===== config.mk =====
export PLATFORM = sky130hd
export DESIGN_NAME = ud_queue
export DESIGN_NICKNAME = d
export VERILOG_FILES = /design/src/rtl/ud_queue.sv
export SDC_FILE = /design/constraint.sdc
export NUM_CORES = 1
export LEC_CHECK = 0
export BUFFER_PORTS_ARGS = -buffer_cell sky130_fd_sc_hd__buf_2
export CAP_MARGIN = 15
export CORE_MARGIN = 2
export CORE_UTILIZATION = 36
export CTS_BUF_LIST = sky130_fd_sc_hd__clkbuf_16
export CTS_CLUSTER_DIAMETER = 150
export DETAILED_ROUTE_END_ITERATION = 12
export GPL_ROUTABILITY_DRIVEN = 0
export PLACE_DENSITY = 0.57
export SYNTH_ARGS = -nofsm -noshare
export SYNTH_HDL_FRONTEND = slang
export SYNTH_SLANG_ARGS = --single-unit
export TNS_END_PERCENT = 1

===== constraint.sdc =====
create_clock -name clock -period 1.59 [get_ports clock]
set_clock_uncertainty 0.15 [all_clocks]
set_input_delay 0.0795 -clock clock [delete_from_list [all_inputs] [get_ports clock]]
set_output_delay 0.0795 -clock clock [all_outputs]
set_load 0.02 [all_outputs]

===== src/rtl/ud_queue.sv =====
// ----------------------------------------------------------------------------
// ud_queue
// Two-entry command queue between the classifier and the execution engine.
// ----------------------------------------------------------------------------
`timescale 1ns / 1ps
`default_nettype none

module ud_queue #(
   parameter int WIDTH = 8
) (
   input  wire logic             clock,
   input  wire logic             reset,
   input  wire logic             push,
   input  wire logic [WIDTH-1:0] wdata,
   output logic                  full,
   output logic                  valid,
   output logic [WIDTH-1:0]      rdata,
   input  wire logic             pop
);

   logic [WIDTH-1:0] data_ff [2];
   logic             wr_ff, rd_ff;
   logic [1:0]       cnt_ff;

   assign full  = (cnt_ff == 2'd2);
   assign valid = (cnt_ff != 2'd0);
   assign rdata = data_ff[rd_ff];

   // Store payload
   always_ff @(posedge clock) begin
      if (push) begin
         data_ff[wr_ff] <= wdata;
      end
   end

   // Advance pointers and occupancy
   always_ff @(posedge clock) begin
      if (reset) begin
         wr_ff  <= 1'b0;
         rd_ff  <= 1'b0;
         cnt_ff <= 2'd0;
      end else begin
         if (push) wr_ff <= ~wr_ff;
         if (pop)  rd_ff <= ~rd_ff;
         if (push && !pop)      cnt_ff <= cnt_ff + 2'd1;
         else if (pop && !push) cnt_ff <= cnt_ff - 2'd1;
      end
   end

endmodule

`default_nettype wire


==> results of run 1 <==
-- synth_stat cells, drive strengths merged --
library cell	number	area (µm²)
or2	1	6.260
nor2b	1	6.260
and2	1	6.260
a21oi	1	5.000
xnor2	2	17.52
and2b	1	8.760
inv	1	3.750
xor2	2	17.52
buf	1	5.000
edfxtp	16	480.5
dfxtp	5	100.1
nor2	4	15.01
o21ai	1	5.000
or3	1	6.260
mux2	8	90.09
ha	1	12.51
-- worst max-delay path: stages --
cell and delay [ns]:
dlygate4sd3_1 0.53, buf_2 0.13, xnor2_1 0.17, nor2_1 0.06, dlygate4sd3_1 0.54
-- state kept, by name, indices dropped and copies added (netlist names), named ones only --
| name | cells |
|---|---|
| data_ff | 16 |
| cnt_ff | 2 |
| rd_ff | 1 |
| wr_ff | 1 |
-- layer usage --
metal  GRT usage, %  vias to the layer above  wire [µm]
met3          2.679                        2         51
met5              0                        -          0
met4          5.405                        0         12
met1          11.92                      228        551
li1               -                      244          -
met2          19.30                       12        635
-- layout make-up --
class | count | area (µm²)
clock buffer | 3 | 75.07
fill | 182 | 867.1
clock inverter | 1 | 3.754
inverter | 1 | 3.754
timing repair buffer | 35 | 240.2
tap | 27 | 33.78
sequential | 21 | 581.8
multi-input combinational | 24 | 196.4
-- per-stage QoR --
stage | hold WS, ns | worst slack [ns] | power (µW) | instance area (µm²) | util [%]
final | 0.3507 | 0.06257 | 1357 | 1135 | 56.69
after global routing | 0.3683 | 0.02085 | 1429 | 1135 | 56.69
after CTS | 0.3560 | 0.06084 | 1376 | 1135 | 56.69
after detailed placement | 0.1215 | 0.2743 | 847.9 | 934.6 | 46.69
after global placement | 0.1193 | 0.2831 | 844.8 | 934.6 | 46.69
after floorplan | -0.001434 | 0.3523 | 782.2 | 785.8 | -
-- repair_timing --
item,4_1_cts,5_1_grt
hold buffers,12,0
hold endpoints to repair,21,0
gates resized for setup,1,0
setup endpoints to repair,2,0
-- kinds of logic (layout without fill, tap and decap cells) --
| family | count (synthesis) | count (layout) | share of synthesized area (%) |
|---|---|---|---|
| XOR/XNOR | 4 | 4 | 4.459 |
| multiplexers | 8 | 8 | 11.47 |
| buffers and inverters | 2 | 40 | 1.114 |
| adder cells (fa/ha/maj) | 1 | 1 | 1.592 |
| flip-flops | 21 | 21 | 73.89 |
| AO/OA/AOI/OAI | 2 | 2 | 1.273 |
| AND/OR/NAND/NOR | 9 | 9 | 6.212 |
-- power breakdown --
group	switching (µW)	internal [µW]	total [µW]	leakage, µW
Sequential	23.6	636	659	0.000192
Clock	162	334	496	0.0000423
Combinational	97.5	104	202	0.000231
Total	284	1070	1360	0.000465
-- worst max path at each step --
stage	endpoint	slack, ns	cells after the start
finish	flip-flop	0.06	5
detailed placement	rdata[0]	0.27	2
global route	flip-flop	0.02	5
global placement	rdata[0]	0.28	2
floorplan	data_ff[0][0]	0.35	1
CTS	cnt_ff[1]	0.06	5
==> qor.yml, run 1 <==
status: "finished clean"
syn_to_final_growth_pct: 44.43
vias: 486
min_period_over_period_pct: 96.07
synthesis.nets: 60
finalSetupViolations: 0
grt_max_degree: 12
finalSetupTns_ns: 0
p_per_area_nw_per_um2: 1196
detail-route-antenna-nets: 0
root_buffer: "clkbuf_16"
cts_tree: "yes"
ys_types: 16
hold_end: "cnt_ff[1]"
clock_latency_ns: 0.25
drc: 0
initialDrtViolationCount: 1
dieArea_um2: 2573
dp.cells: 96
antenna_cells: 0
worstRegToRegCells: 3
critPathMaxFanout: 2
dieHeight_um: 50.72
ios: 22
synth.avg_cell_area_um2: 16.72
vias_per_cell: 4.339
layout_commonest_cell: "buf_2"
clkSlewWorstSetupHoldPaths_ns: 0.05
drive_gt1_share_pct: 43.53
worstSetupPathType: "input pin to flip-flop"
p_leak_uw: 0.0004652
grt_pass1_vias: 468
worst_slew_pin_slew_ns: 0.4152
post_cts_buffers: 0
max-vdd-ir-drop_uv: 809.0
layoutNonFillerInstCount: 112
final_nets: 99
antenna_found_initial: 0
grt_overflow_total: 0
final.min_clock_period_ns: 1.527
dpl.hpwl_um: 815
grt_pass1_wl_mm: 1.952
yosysSeqAreaShare_pct: 73.89
arrival_ns: 1.51
rsz0062_at_grt: "no"
fmax_ghz: 0.6547
cp.required_ns: 1.57
cts_buffer_depth: 2
port_buffers: 21
avgRoutedWirePerCell_um: 11.16
yosysWarnings: 0
initial_core_util_pct: 39.25
coreArea_um2: 2002
relSlewSlack_pct: 72.32
syn_inst: 47
rrSetupSlack_ns: 0.23
placementRows: 16
synth-seq-cells: 21
finalHoldViolCount: 0
startpoint: "pop"
cts_made_buffers: 3
hp-class: "flip-flop to flip-flop"
drt_pre_antenna_iters: 2
grt_usage_pct: 10.85
drv_cap: 0
end_kind: "flip-flop"
final_cell_mix: "buf_2, edfxtp_1, dlygate4sd3_1"
min_from: "cnt_ff[1]"
clock-sinks: 21
drv_slew: 0
hold_depth: 2
htreeDepth: 1
die_w_um: 50.72
wl_mm: 1.250
netlist_area_um2: 785.8
start_kind: "input pin"
reg2reg_from: "rd_ff"
Power figures use the tool's default switching activity.
==> inputs of run 2 (changes only) <==
Settings changed: RECOVER_POWER set to 100.
==> qor.yml, run 2 (same netlist as run 1, synthesis figures left out) <==
status: "finished clean"
clock_latency_ns: 0.25  # about the same
min_from: "cnt_ff[1]"
coreArea_um2: 2002  # unchanged
min_period_over_period_pct: 96.29  # +0.22 points
drc: 0  # unchanged
drv_cap: 0  # unchanged
drive_gt1_share_pct: 28.24  # -15 points
placementRows: 16  # unchanged
p_sw_uw: 284.5  # +0.35%
antenna_cells: 0  # unchanged
detail-route-antenna-nets: 0  # unchanged
cts_tree: "yes"
dpl.hpwl_um: 815  # unchanged
grt_overflow_total: 0  # unchanged
port_buffers: 21  # unchanged
p_seq_share_pct: 48.9  # +0.3 points
grt_pass1_vias: 468  # unchanged
antenna_found_initial: 0  # unchanged
relSlewSlack_pct: 72.66  # +0.35 points
cpPeakStageDelay_ns: 0.52  # -0.02 ns
drt_pre_antenna_iters: 2  # unchanged
htreeDepth: 1  # unchanged
max-vdd-ir-drop_uv: 809.1  # about the same
initialDrtViolationCount: 2  # +1
drv_slew: 0  # unchanged
regMostFlops: "data_ff"
worstSetupPathType: "input pin to flip-flop"
postLayoutCellArea_um2: 1114  # -1.9%
seqCellArea_um2: 581.8  # unchanged
p_sw_share_pct: 21.12  # +0.23 points
clock-sinks: 21  # unchanged
grt_pass1_wl_mm: 1.952  # unchanged
dieArea_um2: 2573  # unchanged
grt_max_degree: 12  # unchanged
layoutNonFillerInstCount: 112  # unchanged
arrival_ns: 1.56  # +0.05 ns
cts_made_buffers: 3  # unchanged
fill_cells: 189  # +3.8%
reg2reg_from: "rd_ff"
crit_slowest_cell: "dlygate4sd3_1"
grt_usage_pct: 10.85  # unchanged
clkSlewWorstSetupHoldPaths_ns: 0.05  # about the same
combPwrFrac_pct: 14.2  # -0.7 points
root_buffer: "clkbuf_16"
largest_reg_flops: 16  # unchanged
die_w_um: 50.72  # unchanged
dp.cells: 96  # unchanged
multi_input_area_um2: 196.4  # unchanged
wl_mm: 1.245  # -0.40%
rsz0062_at_grt: "no"
final_cell_mix: "edfxtp_1, clkbuf_1, dlygate4sd3_1"
startpoint: "pop"
ios: 22  # unchanged
finalHoldViolCount: 0  # unchanged
critPathMaxFanout: 3  # +1
finalSetupViolations: 0  # unchanged
final.min_clock_period_ns: 1.531  # +0.003503 ns
dieHeight_um: 50.72  # unchanged
fmax_ghz: 0.6532  # -0.23%
p_int_uw: 1062  # -1.0%
top_regs: "data_ff x16, cnt_ff x2"
hp-class: "flip-flop to flip-flop"
vias: 490  # +0.82%
worst_slew_pin_slew_ns: 0.4100  # -0.005199 ns
avgRoutedWirePerCell_um: 11.12  # -0.40%
rrSetupSlack_ns: 0.23  # about the same
p_clk_share_pct: 36.8  # +0.2 points
cp.required_ns: 1.62  # +0.05 ns
p_leak_uw: 0.0004269  # -8.3%
p_per_area_nw_per_um2: 1210  # +1.2%
place_area_um2: 934.6  # unchanged
layout_commonest_cell: "edfxtp_1"
crit_chain: "dlygate4sd3_1 > clkbuf_1 > inv_1 > ha_1 > or3_1 > a21oi_1"
start_kind: "input pin"
vias_per_cell: 4.375  # +0.82%
end_kind: "flip-flop"
cts_buffer_depth: 2  # unchanged
finalSetupTns_ns: 0  # unchanged
syn_to_final_growth_pct: 41.72
final_nets: 99  # unchanged
initial_core_util_pct: 39.25  # unchanged
[run 2: critical path, delay by kind of cell]
kind	cells	cell delay, ns
AND/OR/NAND/NOR	1	0.35
AO/OA/AOI/OAI	1	0.13
buffers and inverters	3	0.69
adder cells (fa/ha/maj)	1	0.31
[run 2: power groups by stage]
stage / registers (µW) / clock network, µW / logic, µW
floorplan: 658 / 0 / 125
global placement: 668 / 0 / 177
detailed placement: 670 / 0 / 178
CTS: 660 / 514 / 203
global route: 664 / 548 / 207
finish: 659 / 496 / 192
[run 2: worst paths after layout]
check | end | cells after the start
worst min-delay path | cnt_ff[1] | 2
worst max register to register | flip-flop | 3
worst max-delay path | cnt_ff[1] | 6
worst min register to register | cnt_ff[1] | 2
[run 2: layout make-up]
type | count | area share (%)
Inverter | 1 | 0.3371
Clock inverter | 1 | 0.3371
Sequential cell | 21 | 52.25
Multi-Input combinational cell | 24 | 17.64
Tap cell | 27 | 3.034
Clock buffer | 3 | 6.742
Timing Repair Buffer | 35 | 19.66
[run 2: stage by stage]
stage,hold slack [ns],worst slack (ns),util [%],total power (µW)
3_5_place_dp,0.1215,0.2743,46.69,847.9
5_1_grt,0.3683,0.02305,55.63,1419
4_1_cts,0.3560,0.06084,56.69,1376
3_3_place_gp,0.1193,0.2831,46.69,844.8
2_1_floorplan,-0.001434,0.3523,-,782.2
6_report,0.3507,0.05906,55.63,1347
[run 2: layer usage]
layer  track usage, %  vias to the layer above  wire (µm)
met1            11.92                      232        555
met5                0                        -          0
met4            5.405                        0         12
met3            2.679                        2         42
met2            19.30                       12        635
li1                 -                      244          -
[run 2: what timing repair did]
action,in CTS,in global routing
hold buffers,12,0
buffers inserted,0,0
hold endpoints to repair,21,0
endpoints found under the setup margin,2,0
gates resized for setup,1,0
