**config.mk**
```make
export PLATFORM = sky130hd
export DESIGN_NAME = ud_front
export DESIGN_NICKNAME = d
export VERILOG_FILES = /design/src/rtl/ud_pkg.sv /design/src/rtl/ud_front.sv
export SDC_FILE = /design/constraint.sdc
export NUM_CORES = 1
export LEC_CHECK = 0
export BUFFER_PORTS_ARGS = -buffer_cell sky130_fd_sc_hd__buf_2
export CORE_MARGIN = 5
export CORE_UTILIZATION = 50
export DETAILED_ROUTE_END_ITERATION = 10
export PLACE_DENSITY = 0.73
export SLEW_MARGIN = 5
export SYNTH_ARGS = -nofsm -noshare
export SYNTH_HDL_FRONTEND = slang
export SYNTH_SLANG_ARGS = --single-unit
```
**constraint.sdc**
```tcl
create_clock -name clock -period 9.2 [get_ports clock]
set_clock_uncertainty 0.15 [all_clocks]
set_input_delay 2.76 -clock clock [delete_from_list [all_inputs] [get_ports clock]]
set_output_delay 2.76 -clock clock [all_outputs]
set_load 0.005 [all_outputs]
```
**src/rtl/ud_pkg.sv**
```systemverilog
// ----------------------------------------------------------------------------
// ud_pkg
// Shared types and constants for the unpremultiply / defringe pixel stream.
// ----------------------------------------------------------------------------
`timescale 1ns / 1ps
`default_nettype none

package ud_pkg;

   // One stored pixel, first channel in the low byte
   typedef struct packed {
      logic [7:0] alpha;
      logic [7:0] third;
      logic [7:0] second;
      logic [7:0] first;
   } pixel_type;

   // Classification of one transaction, handed from front to back
   typedef struct packed {
      logic has_px;   // write the pixel into the row store
      logic emit;     // produce one result pixel
      logic left;     // left neighbor exists
      logic right;    // right neighbor exists and has arrived
      logic up;       // upper neighbor exists
      logic down;     // lower neighbor exists and has arrived
      logic eof;      // result is the last pixel of the frame
   } flags_type;

   localparam int FLAGS_W = $bits(flags_type);

   // Configuration register indexes
   localparam logic [7:0] CSR_FRAME_WIDTH  = 8'd0;
   localparam logic [7:0] CSR_FRAME_HEIGHT = 8'd1;
   localparam logic [7:0] CSR_PREMULT      = 8'd2;
   localparam logic [7:0] CSR_SWAP         = 8'd3;

   localparam logic [7:0] FULL_SCALE = 8'd255;

   // Select one color channel of a pixel
   function automatic logic [7:0] chan_sel(input pixel_type p, input logic [1:0] ch);
      logic [7:0] v;
      case (ch)
         2'd0:    v = p.first;
         2'd1:    v = p.second;
         2'd2:    v = p.third;
         default: v = p.alpha;
      endcase
      return v;
   endfunction

endpackage

`default_nettype wire

```
**src/rtl/ud_front.sv**
```systemverilog
// ----------------------------------------------------------------------------
// ud_front
// Accepts input transactions, tracks store slots and frame position, and
// classifies each transaction into a command for the execution engine.
// ----------------------------------------------------------------------------
`timescale 1ns / 1ps
`default_nettype none

module ud_front
   import ud_pkg::*;
#(
   parameter int MAX_WIDTH  = 4096,
   parameter int MAX_HEIGHT = 4096,
   localparam int Depth = 2 * MAX_WIDTH + 2,
   localparam int AW    = $clog2(Depth),
   localparam int CW    = $clog2(MAX_WIDTH + 1),
   localparam int RW    = $clog2(MAX_HEIGHT + 1)
) (
   input  wire logic          clock,
   input  wire logic          reset,
   input  wire logic          req_valid,
   output logic               req_stall,
   input  wire logic          req_drain,
   input  wire pixel_type     req_pixel,
   input  wire logic [CW-1:0] frame_w,
   input  wire logic [RW-1:0] frame_h,
   output logic               cmd_push,
   input  wire logic          cmd_full,
   output flags_type          cmd_flags,
   output pixel_type          cmd_pixel,
   output logic [AW-1:0]      cmd_ws,
   output logic [AW-1:0]      cmd_pslot
);

   localparam int PW = $clog2(Depth + 1);
   localparam int SW = PW + 1;

   logic [AW-1:0] ws_ff, ws_in;
   logic [PW-1:0] pend_ff, pend_in;
   logic [CW-1:0] col_ff, col_in;
   logic [RW-1:0] row_ff, row_in;

   logic          accept, has_px, emit;
   logic [PW-1:0] pend_w;
   logic [AW-1:0] ws_n;
   logic [SW-1:0] slot_w;
   logic          col_last, row_last;

   assign req_stall = cmd_full;
   assign accept    = req_valid && !cmd_full;
   assign has_px    = !req_drain;

   // Classify the transaction
   always_comb begin
      pend_w = pend_ff;
      ws_n   = ws_ff;
      if (has_px) begin
         if (pend_ff != PW'(Depth)) pend_w = pend_ff + 1'b1;
         ws_n = (ws_ff == AW'(Depth - 1)) ? '0 : ws_ff + 1'b1;
      end
      if (has_px) emit = (SW'(pend_w) >= SW'(frame_w) + SW'(2));
      else        emit = (pend_ff != '0);

      if (SW'(ws_n) >= SW'(pend_w)) slot_w = SW'(ws_n) - SW'(pend_w);
      else                          slot_w = SW'(ws_n) + SW'(Depth) - SW'(pend_w);

      col_last = ((CW+1)'(col_ff) + 1'b1 >= (CW+1)'(frame_w));
      row_last = ((RW+1)'(row_ff) + 1'b1 >= (RW+1)'(frame_h));

      cmd_flags.has_px = has_px;
      cmd_flags.emit   = emit;
      cmd_flags.left   = (col_ff != '0);
      cmd_flags.right  = !col_last && (pend_w > PW'(1));
      cmd_flags.up     = (row_ff != '0);
      cmd_flags.down   = !row_last && (SW'(pend_w) > SW'(frame_w));
      cmd_flags.eof    = col_last && row_last;
   end

   assign cmd_push  = accept && (has_px || emit);
   assign cmd_pixel = req_pixel;
   assign cmd_ws    = ws_ff;
   assign cmd_pslot = slot_w[AW-1:0];

   // Next slot, pending count and output position
   always_comb begin
      ws_in   = ws_ff;
      pend_in = pend_ff;
      col_in  = col_ff;
      row_in  = row_ff;
      if (accept) begin
         ws_in   = ws_n;
         pend_in = emit ? pend_w - 1'b1 : pend_w;
         if (emit) begin
            if (col_last) begin
               col_in = '0;
               row_in = row_last ? '0 : row_ff + 1'b1;
            end else begin
               col_in = col_ff + 1'b1;
            end
         end
      end
   end

   always_ff @(posedge clock) begin
      if (reset) begin
         ws_ff   <= '0;
         pend_ff <= '0;
         col_ff  <= '0;
         row_ff  <= '0;
      end else begin
         ws_ff   <= ws_in;
         pend_ff <= pend_in;
         col_ff  <= col_in;
         row_ff  <= row_in;
      end
   end

endmodule

`default_nettype wire

```
==> results of run 1 <==
-- layer usage --
metal	vias to the layer above	global-route usage, %	share of wire (%)
met5	-	0	0
met4	0	5.83	1.9
met3	40	3.78	6.0
met2	201	34.5	48
met1	3175	26.9	44
li1	3403	-	-
-- synth_stat cells (all sizes together) (4+ instances only) --
| library cell | count | area, um^2 |
|---|---|---|
| a211oi | 6 | 45.0 |
| a21o | 12 | 90.1 |
| a21oi | 59 | 295 |
| a221oi | 4 | 35.0 |
| a31oi | 8 | 50.1 |
| and2 | 5 | 31.3 |
| and3 | 15 | 93.8 |
| and4 | 10 | 90.1 |
| buf | 48 | 347 |
| clkbuf | 26 | 97.6 |
| dfxtp | 54 | 1080 |
| fa | 13 | 260 |
| ha | 92 | 1150 |
| inv | 83 | 312 |
| mux2 | 10 | 113 |
| mux2i | 18 | 180 |
| nand2 | 90 | 338 |
| nand2b | 14 | 87.6 |
| nand3 | 46 | 230 |
| nand3b | 4 | 30.0 |
| nand4 | 19 | 119 |
| nor2 | 83 | 312 |
| nor2b | 19 | 119 |
| nor3 | 24 | 130 |
| nor4 | 16 | 151 |
| o211ai | 6 | 45.0 |
| o21a | 4 | 30.0 |
| o21ai | 29 | 145 |
| o311ai | 4 | 35.0 |
| o32ai | 5 | 43.8 |
| or3 | 14 | 87.6 |
| or3b | 5 | 43.8 |
| xnor2 | 62 | 543 |
| xor2 | 29 | 254 |
-- cells by family after synthesis --
| kind of cell | after synthesis | synth area share (%) |
|---|---|---|
| mux | 28 | 3.99 |
| simple gates | 383 | 27.6 |
| buf+inv | 157 | 10.3 |
| xor+xnor | 91 | 10.9 |
| flops | 54 | 14.7 |
| compound gates | 156 | 13.4 |
| fa+ha+maj | 105 | 19.2 |
-- metrics by stage --
step           hold WS [ns]  util (%)  instance area (um^2)
4_1_cts               0.332      54.1                  7830
3_3_place_gp          0.316      52.9                  7650
3_5_place_dp          0.321      52.9                  7650
2_1_floorplan         0.295         -                  7340
6_report              0.334      54.3                  7870
5_1_grt               0.355      54.3                  7870
-- state kept, by name, summed over array words and instances (netlist names) --
signal and cells:
col_ff 13, pend_ff 14, cmd_ws 14, row_ff 13
-- what timing repair did --
item / in CTS / in global routing
buffers inserted: 0 / 0
endpoints found under the setup margin: 0 / 13
endpoints found under the hold margin: 0 / 0
resized for setup: 0 / 7
-- path summary, 6_finish.rpt --
| kind | endpoint | start | cells past startpoint |
|---|---|---|---|
| setup / recovery | cmd_pslot[12] | req_drain | 16 |
| hold / removal | col_ff[12] | col_ff[12] | 2 |
| setup reg to reg | col_ff[12] | pend_ff[2] | 12 |
| hold reg to reg | col_ff[12] | col_ff[12] | 2 |
-- power by group --
group / switching (mW) / leakage (nW) / total (mW) / internal (mW)
sequential: 0.0315 / 0.436 / 0.277 / 0.246
clock: 0.0982 / 0.0819 / 0.229 / 0.131
combinational: 0.430 / 3.06 / 0.810 / 0.379
-- critical path, cell delays in order --
cell	delay (ns)
buf_2	0.20
nor2b_1	0.31
nand3_1	0.20
nor2_1	0.25
nand2_1	0.11
xnor2_1	0.32
ha_1	0.36
ha_1	0.30
nor3_1	0.30
o31ai_2	0.16
nand2_1	0.12
o311ai_0	0.13
o311a_1	0.16
xnor2_1	0.12
mux2i_1	0.11
buf_2	0.13
-- layout make-up --
cell class                      count  area share, %
Clock buffer                        5           1.59
Clock inverter                      3          0.620
Inverter                           83           3.96
Multi-Input combinational cell    763           70.5
Sequential cell                    54           13.7
Tap cell                          184           2.93
Timing Repair Buffer               92           6.65
==> flow_metrics.py, run 1 <==
metrics = {
    "status": {
        "status": "finished, final reports clean",
    },
    "sta": {
        "fmax_mhz": 112,
        "slew_violations": 0,
        "hold_viol_final": 0,
        "slew_headroom_pct": 49.6,
        "finalSetupViolations": 0,
        "worst_slew_pin_slew_ns": 0.750,
        "grt_setup_unrepaired": "yes",
        "min_period_over_period_pct": 97.4,
        "period_needed_ns": 8.96,
        "setup_tns_ns": 0,
        "fin_ws_ns": 0.243,
    },
    "synth": {
        "netlist_instances": 974,
        "ys.flop_type": "dfxtp_1",
        "ys_seq_area_share_pct": 14.7,
        "synth_edf_count": 0,
        "syn_avg_cell_area_um2": 7.54,
        "syn-cell-area_um2": 7340,
        "ys_ff_latch": 54,
        "yosys_warnings": 0,
        "ys_async_sr_fraction_pct": 0,
        "syn_nets": 1142,
        "synthDistinctLibCells": 66,
    },
    "cts": {
        "cts_tree": "done",
        "clk_latency_ns": 0.31,
        "postCtsHoldBufs": 0,
        "cts_made_buffers": 5,
        "clock_sinks": 54,
        "path_clk_slew_ns": 0.07,
        "clockBufferDepth": 2,
        "cts_max_level": 2,
        "cts-root-buf": "clkbuf_16",
    },
    "layout": {
        "multi_input_area_um2": 5550,
        "antenna_cells": 0,
        "final_common_cell": "ha_1",
        "instances_no_fill": 1184,
        "regArea_um2": 1080,
        "nNetsFinal": 1167,
        "final_cell_mix": "ha_1 (92), nand2_1 (90), nor2_1 (83)",
        "drive_gt1_share_pct": 13.4,
        "area_growth_pct": 7.10,
        "n_fill_cell": 1397,
    },
    "global_route": {
        "grt_pass1_vias": 6329,
        "grt_max_degree": 71,
        "grt_pass1_wl_um": 30700,
        "grt_use_total_pct": 20.5,
        "antenna_found_initial": 0,
        "grt_overflow": 0,
    },
    "detailed_routing": {
        "vias_per_cell": 5.76,
        "routed_wl_um": 18500,
        "wl_per_cell_um": 15.6,
        "drt-initial-drc-count": 422,
        "num_vias": 6819,
        "drc": 0,
        "dr.pass1.iters": 5,
        "drtAntennaViolNets": 0,
    },
    "placed_design": {
        "place.gp.congestion": 0.912,
        "dpl_worst_slack_ns": 0.195,
        "io_buffers": 67,
        "dp_hpwl_um": 14700,
        "dp.cells": 1176,
    },
    "pwr": {
        "leakage_nw": 3.58,
        "power.density_nw_per_um2": 167,
        "ir_worst_vdd_mv": 0.0965,
        "p_total_mw": 1.32,
    },
    "floorplanning": {
        "pin_count": 132,
        "core-area_um2": 14500,
        "die_h_um": 131,
        "die_w_um": 131,
        "floorplan.initialDensity_pct": 50.7,
        "rows": 44,
        "dieArea_um2": 17200,
    },
    "flow_run": {
        "cap_viol_max_count": 0,
    },
    "worst_setup_path": {
        "cp_data_arrival_time_ns": 6.05,
        "required_ns": 6.29,
        "endpoint_kind": "primary output",
        "worst-path-max-fanout": 13,
        "start_kind": "input port",
        "critical_path_class": "in2out",
        "reg2reg_slack_ns": 4.47,
    },
    "min_path": {
        "hold_path.class": "reg2reg",
    },
}
Power figures use the tool's default switching activity.
==> inputs of run 2 (changes only) <==
--- a/config.mk
+++ b/config.mk
@@ -8,6 +8,7 @@
 export BUFFER_PORTS_ARGS = -buffer_cell sky130_fd_sc_hd__buf_2
 export CORE_MARGIN = 5
 export CORE_UTILIZATION = 50
+export CTS_BUF_LIST = sky130_fd_sc_hd__clkbuf_4 sky130_fd_sc_hd__clkbuf_8
 export DETAILED_ROUTE_END_ITERATION = 10
 export PLACE_DENSITY = 0.73
 export SLEW_MARGIN = 5
==> constraint.sdc (replaced) <==
create_clock -name clock -period 8.9 [get_ports clock]
set_clock_uncertainty 0.15 [all_clocks]
set_input_delay 2.67 -clock clock [delete_from_list [all_inputs] [get_ports clock]]
set_output_delay 2.67 -clock clock [all_outputs]
set_load 0.005 [all_outputs]
==> run 2 against run 1 <==
Effect of this change:
- cell area is 0.89% lower
- sequential power is 3% higher
- worst setup slack worse by 0.019 ns
- clock-buffer cell count stayed put
- worst hold slack better by 0.0019 ns
- sequential share of layout area is 0.12 points higher
- critical endpoint is now cmd_pslot[13]
- highest routed layer unchanged
==> flow_metrics.py, run 2 (synthesis gave the netlist of run 1 again) <==
metrics = {
    "status": {
        "status": "finished, final reports clean",
    },
    "global_route": {
        "grt_pass1_wl_um": 29900,
        "grt_use_total_pct": 20.2,
        "grt_overflow": 0,
        "grt_pass1_vias": 6125,
        "antenna_found_initial": 0,
        "grt_max_degree": 71,
    },
    "sta": {
        "fmax_mhz": 115,
        "hold_viol_final": 0,
        "period_needed_ns": 8.68,
        "worst_slew_pin_slew_ns": 0.809,
        "hold_slack_ns": 0.336,
        "finalSetupViolations": 0,
        "slew_violations": 0,
        "min_period_over_period_pct": 97.5,
        "slew_headroom_pct": 45.7,
    },
    "cts": {
        "cts_max_level": 2,
        "cts_made_buffers": 5,
        "post-cts-setup-buffer-count": 0,
        "clk_latency_ns": 0.35,
        "postCtsHoldBufs": 0,
        "path_clk_slew_ns": 0.10,
        "clock_sinks": 54,
        "cts_tree": "done",
        "clockBufferDepth": 2,
        "cts-root-buf": "clkbuf_8",
        "cts_resized": 0,
    },
    "worst_setup_path": {
        "required_ns": 6.08,
        "start_kind": "input port",
        "worst-path-max-fanout": 11,
        "endpoint_kind": "primary output",
        "critical_path_class": "in2out",
        "cp_data_arrival_time_ns": 5.86,
    },
    "detailed_routing": {
        "wl_per_cell_um": 15.4,
        "vias_per_cell": 5.70,
        "routed_wl_um": 18200,
        "drtAntennaViolNets": 0,
        "drc": 0,
        "drt-initial-drc-count": 426,
        "dr.pass1.iters": 5,
        "num_vias": 6754,
    },
    "floorplanning": {
        "die_h_um": 131,
        "core-area_um2": 14500,
        "die_w_um": 131,
        "floorplan.initialDensity_pct": 50.7,
        "dieArea_um2": 17200,
        "pin_count": 132,
        "rows": 44,
    },
    "layout": {
        "fin_area_um2": 7800,
        "final_cell_mix": "ha_1 (92), nand2_1 (90), nor2_1 (83)",
        "postLayoutCoreUtil_pct": 53.8,
        "drive_gt1_share_pct": 13.3,
        "regArea_um2": 1080,
        "antenna_cells": 0,
        "area_growth_pct": 6.15,
        "final_common_cell": "ha_1",
        "n_fill_cell": 1439,
        "multi_input_area_um2": 5540,
        "instances_no_fill": 1184,
        "nNetsFinal": 1167,
    },
    "min_path": {
        "hold_path.class": "reg2reg",
    },
    "placed_design": {
        "io_buffers": 67,
        "dp_hpwl_um": 14500,
        "dp.cells": 1176,
        "place.gp.congestion": 0.935,
        "place_area_um2": 7670,
    },
    "pwr": {
        "leakage_nw": 3.55,
        "power.density_nw_per_um2": 163,
        "p_total_mw": 1.27,
        "ir_worst_vdd_mv": 0.0827,
    },
    "flow_run": {
        "cap_viol_max_count": 0,
    },
}
## run 2: cell count changes in the layout (fill, tap and decap cells not counted)
cell        before  now
clkbuf_16        5    0
clkbuf_8         0    5
clkinv_4         0    2
nor4_1          12   10
nor4_2           1    3
xor2_1          26   28
xor2_2           3    1
buf_12           0    1
buf_4           25   24
bufinv_16        1    0
clkinvlp_4       1    0
o21ai_1          2    3
o21ai_2          1    0
## run 2: path summary, 6_finish.rpt
check / startpoint / endpoint / slack, ns / cells after the start
worst min-delay path: col_ff[12] / col_ff[12] / 0.34 / 2
worst max-delay path: req_drain / cmd_pslot[13] / 0.22 / 15
worst max register to register: pend_ff[2] / col_ff[12] / 4.02 / 12
worst min register to register: col_ff[12] / col_ff[12] / 0.34 / 2
## run 2: power by group
part | switching [mW] | internal, mW | total [mW]
combinational | 0.434 | 0.392 | 0.826
sequential | 0.0313 | 0.254 | 0.285
clock | 0.100 | 0.0587 | 0.159
## run 2: stage by stage
stage | setup slack [ns] | setup TNS, ns
2_1_floorplan | 0.397 | 0
3_3_place_gp | 0.192 | 0
3_5_place_dp | 0.117 | 0
4_1_cts | 0.119 | 0
5_1_grt | -0.0251 | -0.0364
6_report | 0.225 | 0
## run 2: critical path, cell delays in order
cell	delay, ns
buf_2	0.18
nand4b_1	0.22
or2_2	0.40
nor2_1	0.16
xor2_1	0.32
ha_1	0.23
inv_1	0.05
fa_1	0.37
nor2b_1	0.16
a22oi_1	0.16
o21ai_0	0.21
o311ai_1	0.36
xnor2_1	0.15
mux2i_1	0.08
buf_2	0.12
## run 2: layout make-up
cell class	count	share of cell area [%]
Multi-Input combinational cell	763	71.1
Sequential cell	54	13.9
Timing Repair Buffer	92	6.87
Inverter	83	4.00
Tap cell	184	2.95
Clock buffer	5	0.883
Clock inverter	3	0.369
## run 2: per-layer routing
metal	up-vias	track usage (%)	share of wire, %	wire length, um
met5	-	0	0	0
met4	0	5.95	2.6	481
met3	37	3.82	5.6	1030
met2	185	34.0	47	8520
met1	3121	26.4	45	8200
li1	3411	-	-	-
